### src/rtl/crsi_pkg.sv
// Shared constants, coefficient record and reciprocal tables for the
// Catmull-Rom segment interpolator. No dependencies.
package crsi_pkg;

    localparam int FRAC_BITS   = 16;
    localparam int MAX_SAMPLES = 64;
    localparam int N_RESET     = 16;

    localparam int PW  = 32;                      // control point and sample width
    localparam int NW  = 7;                       // samples_per_segment register width
    localparam int JW  = $clog2(MAX_SAMPLES);     // sample index width
    localparam int TW  = FRAC_BITS;               // t fraction width
    localparam int QW  = FRAC_BITS + 1;           // per-step quotient width
    localparam int DW  = PW + 1;                  // width of point differences
    localparam int C1W = PW + 1;
    localparam int C2W = PW + 4;
    localparam int C3W = PW + 3;

    localparam int CQ_DEPTH = 4;
    localparam int CQ_PW    = $clog2(CQ_DEPTH);
    localparam int OQ_DEPTH = 8;
    localparam int OQ_PW    = $clog2(OQ_DEPTH);

    localparam int unsigned One = 2 ** FRAC_BITS;

    // floor(2^F / n) and 2^F mod n, entry n-1 for n = 1..MAX_SAMPLES
    localparam int unsigned RECIP_Q [MAX_SAMPLES] = '{
        One/1,  One/2,  One/3,  One/4,  One/5,  One/6,  One/7,  One/8,
        One/9,  One/10, One/11, One/12, One/13, One/14, One/15, One/16,
        One/17, One/18, One/19, One/20, One/21, One/22, One/23, One/24,
        One/25, One/26, One/27, One/28, One/29, One/30, One/31, One/32,
        One/33, One/34, One/35, One/36, One/37, One/38, One/39, One/40,
        One/41, One/42, One/43, One/44, One/45, One/46, One/47, One/48,
        One/49, One/50, One/51, One/52, One/53, One/54, One/55, One/56,
        One/57, One/58, One/59, One/60, One/61, One/62, One/63, One/64
    };

    localparam int unsigned RECIP_R [MAX_SAMPLES] = '{
        One%1,  One%2,  One%3,  One%4,  One%5,  One%6,  One%7,  One%8,
        One%9,  One%10, One%11, One%12, One%13, One%14, One%15, One%16,
        One%17, One%18, One%19, One%20, One%21, One%22, One%23, One%24,
        One%25, One%26, One%27, One%28, One%29, One%30, One%31, One%32,
        One%33, One%34, One%35, One%36, One%37, One%38, One%39, One%40,
        One%41, One%42, One%43, One%44, One%45, One%46, One%47, One%48,
        One%49, One%50, One%51, One%52, One%53, One%54, One%55, One%56,
        One%57, One%58, One%59, One%60, One%61, One%62, One%63, One%64
    };

    typedef struct packed {
        logic signed [C1W-1:0] c1;
        logic signed [C2W-1:0] c2;
        logic signed [C3W-1:0] c3;
        logic signed [PW-1:0]  p1;
    } t_coef;

endpackage

### src/rtl/crsi_coef_queue.sv
// Short queue of coefficient records between the front and back ends.
// Depends on crsi_pkg.
module crsi_coef_queue (
    input  logic             i_clk,
    input  logic             i_rst_n,
    input  logic             i_push,
    input  crsi_pkg::t_coef  i_data,
    output logic             o_full,
    input  logic             i_pop,
    output logic             o_empty,
    output crsi_pkg::t_coef  o_data
);

    crsi_pkg::t_coef             r_mem [crsi_pkg::CQ_DEPTH];
    logic [crsi_pkg::CQ_PW-1:0]  r_wr;
    logic [crsi_pkg::CQ_PW-1:0]  r_rd;
    logic [crsi_pkg::CQ_PW:0]    r_count;

    logic do_push;
    logic do_pop;

    assign o_full  = (r_count == (crsi_pkg::CQ_PW+1)'(crsi_pkg::CQ_DEPTH));
    assign o_empty = (r_count == '0);
    assign do_push = i_push && !o_full;
    assign do_pop  = i_pop && !o_empty;
    assign o_data  = r_mem[r_rd];

    always_ff @(posedge i_clk) begin
        if (!i_rst_n) begin
            r_wr    <= '0;
            r_rd    <= '0;
            r_count <= '0;
        end else begin
            if (do_push) begin
                r_wr <= r_wr + 1'b1;
            end
            if (do_pop) begin
                r_rd <= r_rd + 1'b1;
            end
            case ({do_push, do_pop})
                2'b10:   r_count <= r_count + 1'b1;
                2'b01:   r_count <= r_count - 1'b1;
                default: r_count <= r_count;
            endcase
        end
        if (do_push) begin
            r_mem[r_wr] <= i_data;
        end
    end

endmodule

### config.mk
export PLATFORM = sky130hd
export DESIGN_NAME = crsi_coef_queue
export DESIGN_NICKNAME = d
export VERILOG_FILES = /design/src/rtl/crsi_pkg.sv /design/src/rtl/crsi_coef_queue.sv
export SDC_FILE = /design/constraint.sdc
export NUM_CORES = 1
export LEC_CHECK = 0
export BUFFER_PORTS_ARGS = -buffer_cell sky130_fd_sc_hd__buf_2
export CORE_UTILIZATION = 39
export CTS_CLUSTER_DIAMETER = 60
export DETAILED_ROUTE_END_ITERATION = 6
export PLACE_DENSITY_LB_ADDON = 0.08
export SLEW_MARGIN = 20
export SYNTH_ARGS = -nofsm -noshare
export SYNTH_HDL_FRONTEND = slang
export SYNTH_SLANG_ARGS = --single-unit
### constraint.sdc
create_clock -name i_clk -period 5.75 [get_ports i_clk]
set_input_delay 0.2875 -clock i_clk [delete_from_list [all_inputs] [get_ports i_clk]]
set_output_delay 0.2875 -clock i_clk [all_outputs]
set_load 0.1 [all_outputs]
; Word-level counts from Yosys, hierarchy flattened
; Memories as Yosys holds them, arrays and structs flattened. A register that Yosys moved wholly into a read port is not among the register bits.
; Cells that the tools add are included.
; Widths: inputs -> output; s select.
[totals]
ramBits = 544
inputBits = 140
mem_count = 1
out_inout_bits = 138
word_cells = 22
ff_bits = 7
[op_classes]
addsub = 4
reduce_logical = 6
n_mux = 5
n_eq_ne = 3
[memory_table]
columns = name, words, width, rd, rd_clocked_by_memory_dff, wr, line_no
row1 = r_mem, 4, 136, 1, 1, 1, crsi_coef_queue.sv:14  ; crsi_pkg::t_coef r_mem [crsi_pkg::CQ_DEPTH];
[op_table]
columns = op, count
row1 = $pmux 3 s2, 1
row2 = $add 2x1->2 const B, 2
row3 = $mux 2, 2
row4 = $add 3x1->3 const B, 1
row5 = $eq 3x3->1 const B, 1
row6 = $logic_not 3->1, 1
row7 = $sub 3x1->3 const B, 1
row8 = $eq 2x1->1 const B, 1
row9 = $eq 2x2->1 const B, 1
row10 = $logic_and 1x1->1, 2
row11 = $logic_not 1->1, 2
row12 = $mux 1, 2
row13 = $reduce_bool 2->1, 1

; Depth between registers and ports, before layout
[depth]
ltp_word = 5
depth_mapped = 10
ltp_nobuf = 9

; Worst setup path before layout
; OpenSTA, ideal clock, no wires.
[synth_path]
path_kind = register -> register
from = reg r_count[2] (netlist name)
to = mem r_mem[0][0] (netlist name) (enable)
period_less_slack_ns = 5.383
t_arrival_ns = 4.524
path_slack_ns = 0.367
path_stages_with_launch = 5
required_ns = 4.892
n_path_buf = 1
cell_sequence = dfxtp_1 > nor3b_1 > nor2b_1 > clkbuf_1 > and2_1
[synth_via]
elab_chain_cells = 5
[synth_rtl]
columns = element, line_no
row1 = "start, declared", crsi_coef_queue.sv:17  ; logic [crsi_pkg::CQ_PW:0] r_count;
row2 = "start signal, assigned", crsi_coef_queue.sv:41  ; 2'b10: r_count <= r_count + 1'b1;
row3 = "start signal, assigned", crsi_coef_queue.sv:42  ; 2'b01: r_count <= r_count - 1'b1;
row4 = "start signal, assigned", crsi_coef_queue.sv:43  ; default: r_count <= r_count;
row5 = $eq 3x3->1, crsi_coef_queue.sv:22  ; assign o_full = (r_count == (crsi_pkg::CQ_PW+1)'(crsi_pkg::CQ_DEPTH));
row6 = via o_full, crsi_coef_queue.sv:8  ; output logic o_full,
row7 = $logic_not 1->1, crsi_coef_queue.sv:24  ; assign do_push = i_push && !o_full;
row8 = $logic_and 1x1->1, crsi_coef_queue.sv:24
row9 = $mux 1, crsi_coef_queue.sv:46  ; if (do_push) begin
row10 = $mux 1 (implied by the code), crsi_coef_queue.sv:47  ; r_mem[r_wr] <= i_data;
row11 = "end, declared", crsi_coef_queue.sv:14
; The timed path passes the listed nets, and every way through them passes these cells.

==> impl_metrics.csv <==
group,metric,value,unit
sta,setup_ws,2.50,ns
global_routing,grt_pass1_wl,64.4,mm
route,drcViolationCount,0,
logic_synthesis,yosys.area_share.simple,0.561,%
logic_synthesis,syn_area_per_cell,26.3,sq um
placement,gp_congestion,0.704,
logic_synthesis,yosys-top-cells-area,"edfxtp_1 81%, mux4_2 15%, dfxtp_1 0.90%",
route,route.vias.total,9459,
placement,io_buffers,277,
setup_path,worstPathMaxFanout,34,
floorplanning,die_w,229,um
logic_synthesis,synth_compound_area_share,0.200,%
setup_path,required,5.46,ns
cts,clock-sinks,553,
logic_synthesis,syn_inst,764,
sta,skew,0.0140,ns
flow_run,drv_cap,0,
global_routing,grt_pass1_vias,10294,
route,firstDrtPassIters,4,
logic_synthesis,synth_nets,910,
logic_synthesis,synth_edf_count,544,
setup_path,worstSetupEndpoint,"o_data[21]",
setup_path,reg2reg_slack,2.84,ns
min_path,min_path_type,"primary input to register",
cts,cts-root-buf,"clkbuf_16",
placement,dp_hpwl,24.1,mm
cts,numCtsBuffers,59,
global_routing,grt_usage,16.5,%
sta,fmax,307,MHz
route,postRouteWirelength,42.6,mm
sta,grt_setup_unrepaired,"no",
cts,path_clk_slew,0.05,ns
cts,ctsLongestPathBuffers,3,
logic_synthesis,synthTopCellsByCount,"544 x edfxtp_1, 136 x mux4_2, 15 x buf_2",
setup_path,arrival,2.97,ns
cts,postCtsSetupBuffers,0,
power,p_leak,8.53,nW
global_routing,antenna_found_initial,5,
power,power.density,535,mW/mm^2
outcome,status,"complete, no violations",
logic_synthesis,synth_mux_area_share,15.4,%
setup_path,timing.rr.start,"r_count[0]$_SDFFE_PN0P_",
floorplanning,io_pins,278,
logic_synthesis,synthDistinctLibCells,22,
setup_path,ff2ff_path_depth,4,
logic_synthesis,yosys_warnings,0,
sta,setup_violations,0,
sta,hold_viol,0,
logic_synthesis,synth_flop_cell,"edfxtp_1",
logic_synthesis,synth_fa_ha_area_share,0.411,%
floorplanning,dieArea,0.0524,sq mm
floorplanning,core,0.0505,sq mm
finish,synthToLayoutAreaGrowth,26.9,%
logic_synthesis,ys_seq_area_share,82.3,%
setup_path,r2r_end,"r_mem[3][97]$_DFFE_PP_",
route,via_per_inst,4.87,
sta,slew_headroom,38.3,%
placement,dp_slack,2.80,ns
route,postRouteAntennaNets,0,
cts,cts_tree,"done",
sta,fin_crit_sh,56.6,%
logic_synthesis,synth_seq_cells,553,
cts,htreeDepth,2,
cts,clk_latency,0.60,ns
global_routing,grt_max_degree,137,
sta,fin_tns_setup,0,ns
logic_synthesis,synth_top_area_share,81.4,%
sta,tightest_slew,0.925,ns
sta,min_period,3.25,ns
global_routing,grt_overflow,0,
floorplanning,rows,82,
setup_path,crit_path_end_kind,"output pin",
logic_synthesis,ys_async_sr_fraction,0,%
logic_synthesis,yosysMostFrequentCell,"edfxtp_1",
logic_synthesis,synth.largest_area_cell,"edfxtp_1",
finish,layout-drive-gt1-share,40.2,%
logic_synthesis,synth-xor-area-share,0.0873,%
setup_path,critPathLaunchType,"register",
finish,fin_nets,1366,
power,ir_worst_vdd,0.481,mV
floorplanning,start_util,39.8,%
setup_path,crit_type,"register to output pin",
logic_synthesis,netlist_area,0.0201,sq mm
sta,maxSlewViolCount,0,
logic_synthesis,synth_top_family_by_area,"multiplexers",
floorplanning,die_y,229,um
route,drt_iter0_drc,556,
route,avgRoutedWirePerCell,21.9,um
## cells in the final DEF, fill, tap and decap left out, types with 3 or more instances in the layout
cell | synthesis | final
buf_12 | 0 | 4
clkinv_2 | 0 | 8
edfxtp_1 | 544 | 544
diode_2 | 0 | 4
dlygate4sd3_1 | 0 | 137
clkbuf_16 | 0 | 61
clkbuf_1 | 8 | 11
ha_1 | 5 | 5
dfxtp_1 | 9 | 7
clkinv_1 | 0 | 18
nand2_1 | 7 | 7
mux4_2 | 136 | 136
buf_2 | 15 | 277
inv_1 | 6 | 6
o21ai_0 | 5 | 5
and2_4 | 0 | 4
clkinvlp_4 | 0 | 3
buf_4 | 3 | 9
bufinv_16 | 0 | 4
## state kept, by name (all words and copies together), names as in the netlist, named ones only
signal   count
r_rd         2
r_count      3
r_wr         2
r_mem      544
## cell families (layout without fill, tap and decap cells)
kind of cell | count (synthesis) | count (layout)
buf+inv | 38 | 539
flops | 553 | 553
compound gates | 7 | 7
other cells | 0 | 4
fa+ha+maj | 6 | 6
xor+xnor | 2 | 2
simple gates | 20 | 20
mux | 138 | 138
## worst min path at each step
stage | startpoint | to | cells past startpoint
after global routing | i_pop | r_rd[0]$_SDFFE_PN0P_ | 3
after global placement | r_rd[0]$_SDFFE_PN0P_ | register | 2
final | i_pop | register | 3
after detailed placement | r_rd[0]$_SDFFE_PN0P_ | register | 2
after floorplan | i_data[0] | r_mem[0][0]$_DFFE_PP_ | 0
after CTS | i_pop | r_rd[0]$_SDFFE_PN0P_ | 3
## cell type report
type,count,area [sq um]
well taps,672,841
clock buffers,72,1570
inverters,6,22.5
clock inverters,34,259
fillers,4135,25000
flip-flops and latches,553,16500
repair buffers,427,2910
multi-input cells,173,3350
diodes,4,10.0
## power breakdown
group | switching, mW | internal (mW)
clock | 1.48 | 2.10
combinational | 3.98 | 1.06
sequential | 0.141 | 4.86
## stage by stage
step,cell area [sq um],util [%],hold WS [ns],power (mW),std cells
after global placement,22300,44.1,0.475,10.1,1694
after CTS,25500,50.4,0.0338,13.8,1937
after floorplan,20100,-,0.386,9.31,764
after detailed placement,22300,44.1,0.483,10.1,1694
after global routing,25500,50.5,0.0880,14.1,1941
final,25500,50.5,0.0733,13.6,1941
## repair_timing
item / CTS / global route
endpoints found under the hold margin: 549 / 0
hold buffers: 137 / 0
resized for setup: 0 / 0
## critical path, stage by stage (launching register included)
cell and delay [ns]:
dfxtp_4 0.83, buf_4 0.59, mux4_2 0.60, buf_2 0.31
## layer usage
layer,global-route usage (%),up-vias,routed length (um)
met4,5.25,2,888
met3,4.49,65,2710
met5,0,-,13
li1,-,4218,-
met1,22.2,4953,18200
met2,26.1,221,20700
Note: power is estimated with default switching activity, not from simulation.
