===== config.mk =====
export PLATFORM = sky130hd
export DESIGN_NAME = crsi_front
export DESIGN_NICKNAME = d
export VERILOG_FILES = /design/src/rtl/crsi_pkg.sv /design/src/rtl/crsi_front.sv
export SDC_FILE = /design/constraint.sdc
export NUM_CORES = 1
export LEC_CHECK = 0
export BUFFER_PORTS_ARGS = -buffer_cell sky130_fd_sc_hd__clkbuf_2
export CAP_MARGIN = 20
export CORE_MARGIN = 1.5
export CORE_UTILIZATION = 45
export CTS_BUF_LIST = sky130_fd_sc_hd__clkbuf_8
export DETAILED_ROUTE_END_ITERATION = 16
export GPL_TIMING_DRIVEN = 0
export PLACE_DENSITY = 0.78
export SETUP_SLACK_MARGIN = 0.2
export SYNTH_ARGS = -nofsm -noshare
export SYNTH_HDL_FRONTEND = slang
export SYNTH_SLANG_ARGS = --single-unit

===== constraint.sdc =====
create_clock -name i_clk -period 8.9 [get_ports i_clk]
set_clock_uncertainty 0.2 [all_clocks]
set_input_delay 0.445 -clock i_clk [delete_from_list [all_inputs] [get_ports i_clk]]
set_output_delay 0.445 -clock i_clk [all_outputs]
set_load 0.1 [all_outputs]

===== src/rtl/crsi_pkg.sv =====
// Shared constants, coefficient record and reciprocal tables for the
// Catmull-Rom segment interpolator. No dependencies.
package crsi_pkg;

    localparam int FRAC_BITS   = 16;
    localparam int MAX_SAMPLES = 64;
    localparam int N_RESET     = 16;

    localparam int PW  = 32;                      // control point and sample width
    localparam int NW  = 7;                       // samples_per_segment register width
    localparam int JW  = $clog2(MAX_SAMPLES);     // sample index width
    localparam int TW  = FRAC_BITS;               // t fraction width
    localparam int QW  = FRAC_BITS + 1;           // per-step quotient width
    localparam int DW  = PW + 1;                  // width of point differences
    localparam int C1W = PW + 1;
    localparam int C2W = PW + 4;
    localparam int C3W = PW + 3;

    localparam int CQ_DEPTH = 4;
    localparam int CQ_PW    = $clog2(CQ_DEPTH);
    localparam int OQ_DEPTH = 8;
    localparam int OQ_PW    = $clog2(OQ_DEPTH);

    localparam int unsigned One = 2 ** FRAC_BITS;

    // floor(2^F / n) and 2^F mod n, entry n-1 for n = 1..MAX_SAMPLES
    localparam int unsigned RECIP_Q [MAX_SAMPLES] = '{
        One/1,  One/2,  One/3,  One/4,  One/5,  One/6,  One/7,  One/8,
        One/9,  One/10, One/11, One/12, One/13, One/14, One/15, One/16,
        One/17, One/18, One/19, One/20, One/21, One/22, One/23, One/24,
        One/25, One/26, One/27, One/28, One/29, One/30, One/31, One/32,
        One/33, One/34, One/35, One/36, One/37, One/38, One/39, One/40,
        One/41, One/42, One/43, One/44, One/45, One/46, One/47, One/48,
        One/49, One/50, One/51, One/52, One/53, One/54, One/55, One/56,
        One/57, One/58, One/59, One/60, One/61, One/62, One/63, One/64
    };

    localparam int unsigned RECIP_R [MAX_SAMPLES] = '{
        One%1,  One%2,  One%3,  One%4,  One%5,  One%6,  One%7,  One%8,
        One%9,  One%10, One%11, One%12, One%13, One%14, One%15, One%16,
        One%17, One%18, One%19, One%20, One%21, One%22, One%23, One%24,
        One%25, One%26, One%27, One%28, One%29, One%30, One%31, One%32,
        One%33, One%34, One%35, One%36, One%37, One%38, One%39, One%40,
        One%41, One%42, One%43, One%44, One%45, One%46, One%47, One%48,
        One%49, One%50, One%51, One%52, One%53, One%54, One%55, One%56,
        One%57, One%58, One%59, One%60, One%61, One%62, One%63, One%64
    };

    typedef struct packed {
        logic signed [C1W-1:0] c1;
        logic signed [C2W-1:0] c2;
        logic signed [C3W-1:0] c3;
        logic signed [PW-1:0]  p1;
    } t_coef;

endpackage


===== src/rtl/crsi_front.sv =====
// Front end: accepts control points and forms the cubic coefficients in two
// registered steps. Depends on crsi_pkg.
module crsi_front (
    input  logic                              i_clk,
    input  logic                              i_rst_n,
    input  logic                              i_push,
    output logic                              o_full,
    input  logic signed [crsi_pkg::PW-1:0]    i_p0,
    input  logic signed [crsi_pkg::PW-1:0]    i_p1,
    input  logic signed [crsi_pkg::PW-1:0]    i_p2,
    input  logic signed [crsi_pkg::PW-1:0]    i_p3,
    output logic                              o_valid,
    input  logic                              i_ready,
    output crsi_pkg::t_coef                   o_coef
);

    logic                                r_a_valid;
    logic signed [crsi_pkg::C1W-1:0]     r_a_c1;
    logic signed [crsi_pkg::DW-1:0]      r_a_u;   // p1 - p2
    logic signed [crsi_pkg::DW-1:0]      r_a_v;   // p3 - p0
    logic signed [crsi_pkg::DW-1:0]      r_a_w;   // p0 - p1
    logic signed [crsi_pkg::PW-1:0]      r_a_p1;

    logic                                r_b_valid;
    crsi_pkg::t_coef                     r_b_coef;
    crsi_pkg::t_coef                     n_b_coef;

    logic adv_a;
    logic adv_b;

    assign adv_b  = !r_b_valid || i_ready;
    assign adv_a  = !r_a_valid || adv_b;
    assign o_full = !adv_a;

    // c3 = 3u + v, c2 = w - v - 4u
    always_comb begin
        n_b_coef.c1 = r_a_c1;
        n_b_coef.p1 = r_a_p1;
        n_b_coef.c3 = (crsi_pkg::C3W'(r_a_u) <<< 1) + crsi_pkg::C3W'(r_a_u)
                    + crsi_pkg::C3W'(r_a_v);
        n_b_coef.c2 = crsi_pkg::C2W'(r_a_w) - crsi_pkg::C2W'(r_a_v)
                    - (crsi_pkg::C2W'(r_a_u) <<< 2);
    end

    always_ff @(posedge i_clk) begin
        if (!i_rst_n) begin
            r_a_valid <= 1'b0;
            r_b_valid <= 1'b0;
        end else begin
            if (adv_a) begin
                r_a_valid <= i_push;
            end
            if (adv_b) begin
                r_b_valid <= r_a_valid;
            end
        end
        if (adv_a && i_push) begin
            r_a_c1 <= crsi_pkg::C1W'(i_p2) - crsi_pkg::C1W'(i_p0);
            r_a_u  <= crsi_pkg::DW'(i_p1) - crsi_pkg::DW'(i_p2);
            r_a_v  <= crsi_pkg::DW'(i_p3) - crsi_pkg::DW'(i_p0);
            r_a_w  <= crsi_pkg::DW'(i_p0) - crsi_pkg::DW'(i_p1);
            r_a_p1 <= i_p1;
        end
        if (adv_b && r_a_valid) begin
            r_b_coef <= n_b_coef;
        end
    end

    assign o_valid = r_b_valid;
    assign o_coef  = r_b_coef;

endmodule


* Word-level counts from Yosys, hierarchy flattened
Index checks and enable logic that the tools add are counted.
** Storage, ports and cells
- Output and inout port bits :: 138
- Register bits :: 302
** Cells by class
- Reduce and logical (&&, ||, !) cells :: 7
- Add/sub/neg operators :: 8
** Operators with widths (count)
- subtractor 32 x 32 -> 33 bit :: 4
- subtractor 34 x 35 -> 36 bit :: 1
- adder 34 x 33 -> 35 bit :: 1
- adder 35 x 33 -> 35 bit :: 1
- subtractor 33 x 33 -> 34 bit :: 1
- zero test 1 bit :: 3
- logical AND 1 bit :: 2
- logical OR 1 bit :: 2

* Depth between registers and ports, before layout
Gate-level depths: netlist of the first run.
- Depth in word-level cells :: 4
- Gate-level depth with buffers :: 13

* Least setup slack after synthesis of the first run
OpenSTA, ideal clock, no wires.
- Path type :: reg-to-reg
- Start :: register r_b_valid (netlist: o_valid)
- End :: register r_a_c1[0] (netlist name) (enable)
- Library setup time :: 0.706 ns
- Slack :: -0.772 ns
- Cell stages (with the launch flop) :: 4
- Buffers on the path :: 0
- Required time :: 7.994 ns
- Arrival :: 8.766 ns
- Path through :: dfxtp_1 nor2b_1 and2_1 nor2b_1
** On the way
- Word-level cells in the longest chain between the ends :: 4
** Ends and longest elaborated chain
- start: declaration :: RTL line crsi_front.sv:24 : logic r_b_valid;
- start signal: assignment :: RTL line crsi_front.sv:54 : r_b_valid <= r_a_valid;
- zero test 1 bit :: RTL line crsi_front.sv:31 : assign adv_b = !r_b_valid || i_ready;
- logical OR 1 bit :: RTL line crsi_front.sv:31
- logical OR 1 bit :: RTL line crsi_front.sv:32 : assign adv_a = !r_a_valid || adv_b;
- logical AND 1 bit :: RTL line crsi_front.sv:57 : if (adv_a && i_push) begin
- end signal: assignment :: RTL line crsi_front.sv:58 : r_a_c1 <= crsi_pkg::C1W'(i_p2) - crsi_pkg::C1W'(i_p0);
- end: declaration :: RTL line crsi_front.sv:18 : logic signed [crsi_pkg::C1W-1:0] r_a_c1;
Every way passes these cells.
A chain may end at the register's enable or synchronous reset.

==> impl_metrics.csv, run 1 <==
group,metric,value,unit
run_status,status,"finished clean",
global_route,grt_pass1_wl,86.29,mm
sta,grt_setup_unrepaired,"no",
worst_setup_path,r2r_cells,13,
cts,path_clk_slew,0.06,ns
floorplan,die_x,217.9,um
cells_and_area,drive_gt1_share,16.07,%
cts,cts_tree,"yes",
worst_setup_path,setup.worst_path.start_class,"flip-flop",
cells_and_area,n_fill_cell,3959,
cells_and_area,nets,2691,
worst_setup_path,reg2reg_to,"o_coef[63]$_DFFE_PP_",
place,place.gp.congestion,0.9158,
synth,synth-seq-cells,302,
floorplan,die_y,217.9,um
detailed_routing,viasPerCell,5.493,
sta,final_max_slew_viol_count,0,
global_route,grt_usage,23.50,%
cts,cts_sinks,302,
cells_and_area,final_area,0.02445,mm2
worst_setup_path,crit_start,"r_a_u[0]$_DFFE_PP_",
floorplan,rows,78,
global_route,antenna_found_initial,6,
sta,worst_pin_slew,0.7690,ns
synth,synth-edff-count,300,
power_and_ir_drop,p_leak,10.87,nW
place,place_inst,2801,
worst_setup_path,critPathCaptureType,"flip-flop",
detailed_routing,postRouteWirelength,56.57,mm
power_and_ir_drop,p_per_area,280.6,mW/mm2
sta,hold_viol,0,
floorplan,ios,270,
worst_setup_path,cp_top_family,"compound AO/OA/AOI/OAI gates",
min_path,min_path_type,"in2reg",
worst_setup_path,critical_path_class,"reg2reg",
cts,clk_path_buf_depth,3,
cts,cts_buffers,51,
sta,hold_slack,0.06606,ns
synth,syn_area_per_cell,10.80,um2
synth,synthArstFlopShare,0,%
floorplan,die-area,0.04746,mm2
sta,fin_crit,4.354,ns
global_route,grt_max_degree,39,
sta,clock.fmax,0.2297,GHz
worst_setup_path,cp.depth,13,
cts,post_cts_buffers,0,
worst_setup_path,crit_end,"o_coef[63]$_DFFE_PP_",
place,portBuffers,269,
worst_setup_path,r2r-start,"r_a_u[0]$_DFFE_PP_",
floorplan,start_util,45.68,%
detailed_routing,drt_iter0_drc,1407,
job,cap_violations,0,
cts,root_buffer,"clkbuf_8",
synth,synthFlopType,"edfxtp_1",
cts,clk_latency,0.63,ns
worst_setup_path,arrival,4.54,ns
min_path,hold_depth,3,
power_and_ir_drop,total_power,6.862,mW
cts,cts.repair.resized,0,
place,placed_cell_area,0.02307,mm2
synth,yosys_warnings,0,
synth,synth.distinct_cells,72,
worst_setup_path,critPathSlowestCell,"fa_1",
cts,ctsHtreeMaxLevel,2,
sta,period_share,48.92,%
synth,yosysSeqAreaShare,43.56,%
floorplan,fp.coreArea,0.04548,mm2
sta,relSlewSlack,48.06,%
detailed_routing,drc,0,
detailed_routing,vias,16110,
worst_setup_path,critPathMaxFanout,4,
worst_setup_path,critPathBufInv,1,
power_and_ir_drop,vdd_ir_drop_max,0.0001984,V
cells_and_area,multi_input_area,0.01074,mm2
global_route,overflow,0,
synth,syn_area,0.02077,mm2
worst_setup_path,max_stage_delay,0.57,ns
cells_and_area,fin_cells,2933,
synth,syn_inst,1923,
cells_and_area,post-route-util,53.76,%
place,dp_hpwl,44.68,mm
global_route,grt_pass1_vias,16040,
sta,setup_violations,0,
synth,synth_fp_nets,2325,
worst_setup_path,reg2reg_slack,4.55,ns
cells_and_area,regArea,0.009049,mm2
worst_setup_path,crit_chain,"fa_1, ha_1, inv_1, fa_1, nand2b_1, a21oi_1, o221ai_1, o21ai_1, a31oi_1, o41ai_2, a31oi_1, mux2i_1, nand2_1",
detailed_routing,wire_per_inst,19.29,um
detailed_routing,drt_first_pass_iters,5,
cells_and_area,area_delta_synth_final,17.70,%
worst_setup_path,required,9.09,ns
detailed_routing,final_antenna_net_count,0,
min_path,hp-start,"i_p2[0]",
==> synthesized netlist by cell type (15+ instances only) <==
master	count	area [um2]
and3_1	16	100.1
inv_1	237	889.6
o21ai_0	83	415.4
ha_1	199	2490
nor3_1	22	110.1
nand3_1	35	175.2
nand4_1	15	93.84
a21oi_1	181	905.9
a31oi_1	23	143.9
o21bai_1	28	210.2
a21o_1	81	608.1
o211ai_1	15	112.6
fa_1	71	1421
xor2_1	54	473.0
nor2b_1	27	168.9
nor2_1	96	360.4
nand2b_1	21	131.4
clkbuf_1	25	93.84
nand2_1	110	412.9
edfxtp_1	300	9009
o21a_1	26	195.2
xnor2_1	122	1069
==> metal layers <==
metal  track usage [%]  vias to the layer above  routed length [um]  part of all wire, %
li1                  -                     7698                   -                    -
met1             31.60                     7687               25010                   44
met2             38.01                      605               25770                   46
met3             4.282                      117                3871                  6.8
met4             8.483                        4                1894                  3.3
met5                 0                        -                  24                0.042
==> where the power goes <==
group          total (mW)  internal (mW)  switching, mW
Combinational        3.52           1.11           2.42
Clock                1.27          0.673          0.593
Sequential           2.07           1.96          0.115
==> cell usage in the layout (no fill, tap or decap), drive strengths merged, types with 71 or more instances in the layout <==
master and count:
nand2 110, xnor2 122, ha 199, fa 71
inv 251, a21oi 181, o21ai 93, a21o 81
nor2 96, clkbuf 347, edfxtp 300
==> timing repair <==
item                       4_1_cts  5_1_grt
hold buffers                    35        0
hold endpoints to repair        34        0
setup endpoints to repair        0        0
==> worst min-delay path, cell delays in order <==
cell and delay (ns):
clkbuf_2 0.09, ha_1 0.15, inv_1 0.05
==> worst min path at each step <==
stage                                end  slack [ns]
floorplan            o_coef[0]$_DFFE_PP_        0.20
global placement    o_coef[23]$_DFFE_PP_        0.20
global route          r_a_u[0]$_DFFE_PP_        0.05
detailed placement   o_coef[0]$_DFFE_PP_        0.20
CTS                   r_a_u[0]$_DFFE_PP_       0.009
finish                r_a_u[0]$_DFFE_PP_        0.07
==> through the flow <==
step                setup WS, ns  setup TNS (ns)
floorplan                  1.085               0
global placement          -1.530         -205.04
detailed placement         4.563               0
CTS                        4.539               0
global route               4.357               0
finish                     4.546               0
==> kinds of logic (layout without fill, tap and decap cells) <==
family                     Yosys count  count (layout)  share of synthesized area (%)
and+or+nand+nor                    367             367                          8.324
DFF                                302             302                          43.56
other                                0               5                              0
AOI/OAI and AO/OA                  543             543                          16.98
xor gates and xnor gates           176             176                          7.421
adders and majority gates          270             270                          18.83
buffers and inverters              263             668                          4.789
muxes                                2               2                        0.09638
==> state kept, by name, summed over array words and instances, names as in the netlist <==
name       flops
r_a_valid      1
r_a_c1        33
r_a_p1        32
o_coef       136
r_a_u         33
r_a_w         33
o_valid        1
r_a_v         33
==> layout make-up <==
type	instances	area share, %
diodes	5	0.05117
plain buffers	26	0.4299
clock buffers	53	2.983
clock inverters	39	1.167
inverters	237	3.639
multi-input cells	1358	43.94
flip-flops and latches	302	37.01
well taps	600	3.070
repair buffers	313	7.707
Note: power is estimated with default switching activity, not from simulation.
==> run 2: changes to the inputs <==
--- a/config.mk
+++ b/config.mk
@@ -12,7 +12,7 @@
 export CTS_BUF_LIST = sky130_fd_sc_hd__clkbuf_8
 export DETAILED_ROUTE_END_ITERATION = 16
 export GPL_TIMING_DRIVEN = 0
-export PLACE_DENSITY = 0.78
+export PLACE_DENSITY = 0.76
 export SETUP_SLACK_MARGIN = 0.2
 export SYNTH_ARGS = -nofsm -noshare
 export SYNTH_HDL_FRONTEND = slang
==> constraint.sdc (replaced) <==
create_clock -name i_clk -period 4.5 [get_ports i_clk]
set_clock_uncertainty 0.2 [all_clocks]
set_input_delay 0.225 -clock i_clk [delete_from_list [all_inputs] [get_ports i_clk]]
set_output_delay 0.225 -clock i_clk [all_outputs]
set_load 0.1 [all_outputs]
==> impl_metrics.csv, run 2 (synthesized netlist as in run 1, its figures left out) <==
group,metric,value,unit
run_status,status,"finished clean",
power_and_ir_drop,vdd_ir_drop_max,0.0003671,V
cells_and_area,regArea,0.009050,mm2
sta,setup_violations,0,
detailed_routing,viasPerCell,5.470,
floorplan,die_x,217.9,um
place,dp_hpwl,44.91,mm
cts,cts_tree,"yes",
detailed_routing,postRouteWirelength,57.89,mm
cts,clk_latency,0.66,ns
place,place.gp.congestion,0.9037,
global_route,grt_pass1_wl,88.61,mm
cells_and_area,drive_gt1_share,15.85,%
cells_and_area,area_delta_synth_final,23.36,%
cts,clk_path_buf_depth,3,
global_route,grt_usage,24.04,%
cells_and_area,post-route-util,56.35,%
global_route,grt_pass1_vias,16620,
sta,hold_viol,0,
cts,root_buffer,"clkbuf_8",
worst_setup_path,crit_chain,"dlygate4sd3_1, clkbuf_2, inv_1, ha_1, nor2b_1, o31ai_1, a21oi_1, a21boi_2, o31a_1, o41ai_1, a311oi_1, xnor2_1, dlygate4sd3_1",
floorplan,die_y,217.9,um
floorplan,start_util,45.68,%
cells_and_area,n_fill_cell,3799,
worst_setup_path,max_stage_delay,0.86,ns
power_and_ir_drop,p_per_area,543.4,mW/mm2
place,portBuffers,269,
sta,clock.fmax,0.2329,GHz
cts,path_clk_slew,0.06,ns
cells_and_area,final_common_cell,"edfxtp_1",
sta,final_max_slew_viol_count,0,
job,cap_violations,0,
cells_and_area,fin_cells,3050,
cts,ctsHtreeMaxLevel,2,
place,place_inst,2801,
worst_setup_path,critical_path_class,"in2reg",
detailed_routing,drt_iter0_drc,1501,
sta,hold_slack,0.05267,ns
global_route,antenna_found_initial,8,
sta,grt_setup_unrepaired,"no",
worst_setup_path,critPathSlowestCell,"o41ai_1",
sta,fin_crit,4.293,ns
power_and_ir_drop,total_power,13.93,mW
detailed_routing,final_antenna_net_count,0,
global_route,grt_max_degree,36,
power_and_ir_drop,p_leak,11.34,nW
cells_and_area,largest_reg_flops,136,
min_path,hold_depth,5,
sta,period_share,95.41,%
floorplan,rows,78,
cells_and_area,multi_input_area,0.01078,mm2
worst_setup_path,crit_top_cell,"dlygate4sd3_1",
worst_setup_path,critPathMaxFanout,4,
cts,cts_buffers,54,
sta,worst_pin_slew,0.9580,ns
worst_setup_path,critPathCaptureType,"flip-flop",
cts,cts_sinks,302,
global_route,overflow,0,
worst_setup_path,cp_top_family,"compound AO/OA/AOI/OAI gates",
detailed_routing,drc,0,
worst_setup_path,r2r_cells,13,
worst_setup_path,critPathBufInv,4,
floorplan,fp.coreArea,0.04548,mm2
cells_and_area,nets,2801,
cells_and_area,final_cell_mix,"edfxtp_1 (300), clkbuf_2 (269), inv_1 (245), ha_1 (199), a21oi_1 (181)",
detailed_routing,vias,16690,
detailed_routing,drt_first_pass_iters,6,
floorplan,ios,270,
worst_setup_path,setup.worst_path.start_class,"input pin",
worst_setup_path,arrival,4.48,ns
detailed_routing,wire_per_inst,18.98,um
worst_setup_path,required,4.69,ns
min_path,min_path_type,"in2reg",
worst_setup_path,cp.depth,13,
floorplan,die-area,0.04746,mm2
sta,relSlewSlack,35.30,%
## run 2: changes by cell type in the layout (fill, tap and decap cells not counted), sizes merged
cell,change
clkbuf,+2
diode,+3
buf,+3
bufinv,+1
inv,-6
clkinv,+7
dlygate4sd3,+104
clkinvlp,+3
## run 2: worst reg2reg max path: cells and delay by family (launching register included)
| family | cells | cell delay [ns] |
|---|---|---|
| adders and majority gates | 3 | 1.16 |
| muxes | 1 | 0.19 |
| and+or+nand+nor | 2 | 0.25 |
| buffers and inverters | 1 | 0.06 |
| DFF | 1 | 0.46 |
| AOI/OAI and AO/OA | 6 | 1.50 |
## run 2: what timing repair did
| action | in CTS | in global routing |
|---|---|---|
| resized for setup | 0 | 5 |
| setup buffers | 0 | 3 |
| hold endpoints to repair | 170 | 0 |
| endpoints found under the setup margin | 0 | 3 |
| hold buffers | 139 | 0 |
## run 2: cell type report
class | count | area share [%]
multi-input combinational | 1358 | 42.07
sequential | 302 | 35.32
inverter | 237 | 3.472
antenna | 8 | 0.07812
tap | 600 | 2.930
buffer | 26 | 0.4101
timing repair buffer | 420 | 11.47
clock inverter | 44 | 1.299
clock buffer | 55 | 2.954
## run 2: power breakdown
| group | total (mW) | leakage, nW | internal [mW] | switching [mW] |
|---|---|---|---|---|
| Sequential | 4.10 | 2.89 | 3.87 | 0.228 |
| Clock | 2.66 | 0.576 | 1.43 | 1.23 |
| Combinational | 7.16 | 7.87 | 2.31 | 4.85 |
## run 2: routing by layer
layer	up-vias	wire length [um]	GRT usage [%]
met4	4	2361	11.03
met1	7923	25760	32.42
met2	681	25910	38.03
met3	143	3841	3.905
met5	-	20	0
li1	7934	-	-
## run 2: through the flow
| step | TNS (ns) | cell area, um2 | setup slack (ns) |
|---|---|---|---|
| 4_1_cts | 0 | 25550 | 0.2170 |
| 6_report | 0 | 25630 | 0.2067 |
| 2_1_floorplan | 0 | 20790 | 0.2381 |
| 5_1_grt | 0 | 25620 | 0.2055 |
| 3_5_place_dp | 0 | 23070 | 0.2172 |
| 3_3_place_gp | -51.03 | 22890 | -0.3324 |
## run 2: final timing paths
| kind | from | to | slack (ns) |
|---|---|---|---|
| min reg2reg | r_a_p1[20]$_DFFE_PP_ | o_coef[20]$_DFFE_PP_ | 0.21 |
| max reg2reg | r_a_u[0]$_DFFE_PP_ | o_coef[63]$_DFFE_PP_ | 0.43 |
| max | i_p0[1] | r_a_c1[31]$_DFFE_PP_ | 0.21 |
| min | i_p3[28] | r_a_v[29]$_DFFE_PP_ | 0.05 |
==> run 3: changes to the inputs <==
--- a/config.mk
+++ b/config.mk
@@ -11,7 +11,6 @@
 export CORE_UTILIZATION = 45
 export CTS_BUF_LIST = sky130_fd_sc_hd__clkbuf_8
 export DETAILED_ROUTE_END_ITERATION = 16
-export GPL_TIMING_DRIVEN = 0
 export PLACE_DENSITY = 0.76
 export SETUP_SLACK_MARGIN = 0.2
 export SYNTH_ARGS = -nofsm -noshare
==> impl_metrics.csv, run 3 (synthesized netlist as in run 1, its figures left out) <==
group,metric,value,unit
run_status,status,"finished clean",
sta,final_max_slew_viol_count,0,
cts,cts_sinks,302,
sta,clock.fmax,0.2440,GHz
worst_setup_path,max_stage_delay,0.57,ns
cells_and_area,largest_reg_flops,136,
global_route,grt_max_degree,137,
cells_and_area,nets,2777,
detailed_routing,postRouteWirelength,57.99,mm
cells_and_area,final_area,0.02539,mm2
detailed_routing,drc,0,
place,place_inst,2770,
floorplan,die-area,0.04746,mm2
worst_setup_path,critPathBufInv,1,
cts,clk_path_buf_depth,3,
worst_setup_path,arrival,4.30,ns
cts,clk_latency,0.67,ns
cts,path_clk_slew,0.07,ns
cts,post_cts_buffers,0,
sta,grt_setup_unrepaired,"no",
floorplan,fp.coreArea,0.04548,mm2
job,cap_violations,0,
power_and_ir_drop,p_per_area,541.1,mW/mm2
detailed_routing,viasPerCell,5.561,
power_and_ir_drop,vdd_ir_drop_max,0.0004039,V
floorplan,rows,78,
worst_setup_path,setup.worst_path.start_class,"flip-flop",
floorplan,start_util,45.68,%
cts,cts.repair.resized,0,
detailed_routing,drt_iter0_drc,1399,
place,place.gp.congestion,0.9399,
sta,hold_viol,0,
worst_setup_path,critPathCaptureType,"flip-flop",
sta,hold_slack,0.05771,ns
global_route,grt_pass1_vias,16750,
cts,postCtsHoldBufs,151,
detailed_routing,wire_per_inst,19.21,um
detailed_routing,final_antenna_net_count,0,
sta,setup_violations,0,
worst_setup_path,cp_top_family,"compound AO/OA/AOI/OAI gates",
worst_setup_path,critPathSlowestCell,"fa_1",
min_path,min_path_type,"in2reg",
global_route,grt_pass1_wl,88.73,mm
cts,root_buffer,"clkbuf_8",
cells_and_area,regArea,0.009050,mm2
detailed_routing,drt_first_pass_iters,5,
sta,relSlewSlack,44.69,%
cells_and_area,fin_cells,3019,
sta,period_share,91.06,%
worst_setup_path,critPathMaxFanout,3,
sta,fin_crit,4.098,ns
cts,cts_buffers,52,
cells_and_area,multi_input_area,0.01075,mm2
floorplan,ios,270,
place,dp_hpwl,43.38,mm
cts,cts_tree,"yes",
floorplan,die_y,217.9,um
cells_and_area,final_cell_mix,"edfxtp_1 (300), clkbuf_2 (269), inv_1 (247), ha_1 (199), a21oi_1 (181)",
cells_and_area,n_fill_cell,3820,
worst_setup_path,required,4.70,ns
place,portBuffers,269,
cells_and_area,final_common_cell,"edfxtp_1",
worst_setup_path,crit_chain,"fa_1, ha_1, inv_1, fa_1, nand2b_1, a21oi_1, o221ai_1, o21ai_1, a31oi_1, o41ai_2, a31oi_1, mux2i_1, nand2_1",
worst_setup_path,critical_path_class,"reg2reg",
cts,ctsHtreeMaxLevel,2,
cells_and_area,area_delta_synth_final,22.24,%
detailed_routing,vias,16790,
global_route,overflow,0,
power_and_ir_drop,p_leak,11.25,nW
place,placed_cell_area,0.02284,mm2
sta,worst_pin_slew,0.8190,ns
floorplan,die_x,217.9,um
sta,fin_tns_setup,0,ns
global_route,antenna_found_initial,4,
global_route,grt_usage,24.09,%
cells_and_area,drive_gt1_share,15.33,%
run 3: tightest hold or removal path: cells and delay by family:
family                   cells  cell delay (ns)
XOR/XNOR                     1             0.15
adder cells (fa/ha/maj)      1             0.30
buffers and inverters        1             0.13
run 3: routing by layer:
metal	vias to the layer above	track usage, %	routed length, um
li1	7866	-	-
met1	8004	31.99	25350
met2	751	38.44	26010
met3	167	4.533	4032
met4	0	10.57	2602
met5	-	0	0
run 3: cell type report:
type / instances / area share, %
tap: 600 / 2.956
clock inverter: 38 / 1.084
inverter: 237 / 3.503
sequential: 302 / 35.64
timing repair buffer: 424 / 11.47
clock buffer: 55 / 2.981
antenna: 5 / 0.04927
multi-input combinational: 1358 / 42.32
run 3: report_power, final:
group          internal (mW)  leakage, nW  switching (mW)
combinational           2.30         7.81            4.79
sequential              3.87         2.89           0.227
clock                   1.36        0.552            1.19
run 3: path summary, 6_finish.rpt:
kind | start | to | slack, ns | cells after the start
min | i_p0[15] | r_a_w[15]$_DFFE_PP_ | 0.06 | 3
max reg2reg | r_a_u[0]$_DFFE_PP_ | o_coef[63]$_DFFE_PP_ | 0.40 | 13
min reg2reg | r_a_c1[25]$_DFFE_PP_ | o_coef[128]$_DFFE_PP_ | 0.22 | 0
max | r_a_u[0]$_DFFE_PP_ | o_coef[63]$_DFFE_PP_ | 0.40 | 13
run 3: stage by stage:
stage	power (mW)	setup slack (ns)	util [%]
floorplan	9.464	0.2381	-
global placement	10.92	0.4839	50.21
detailed placement	11.00	0.4428	50.21
CTS	13.74	0.4321	55.81
global route	14.52	0.2303	55.83
finish	13.74	0.4021	55.84
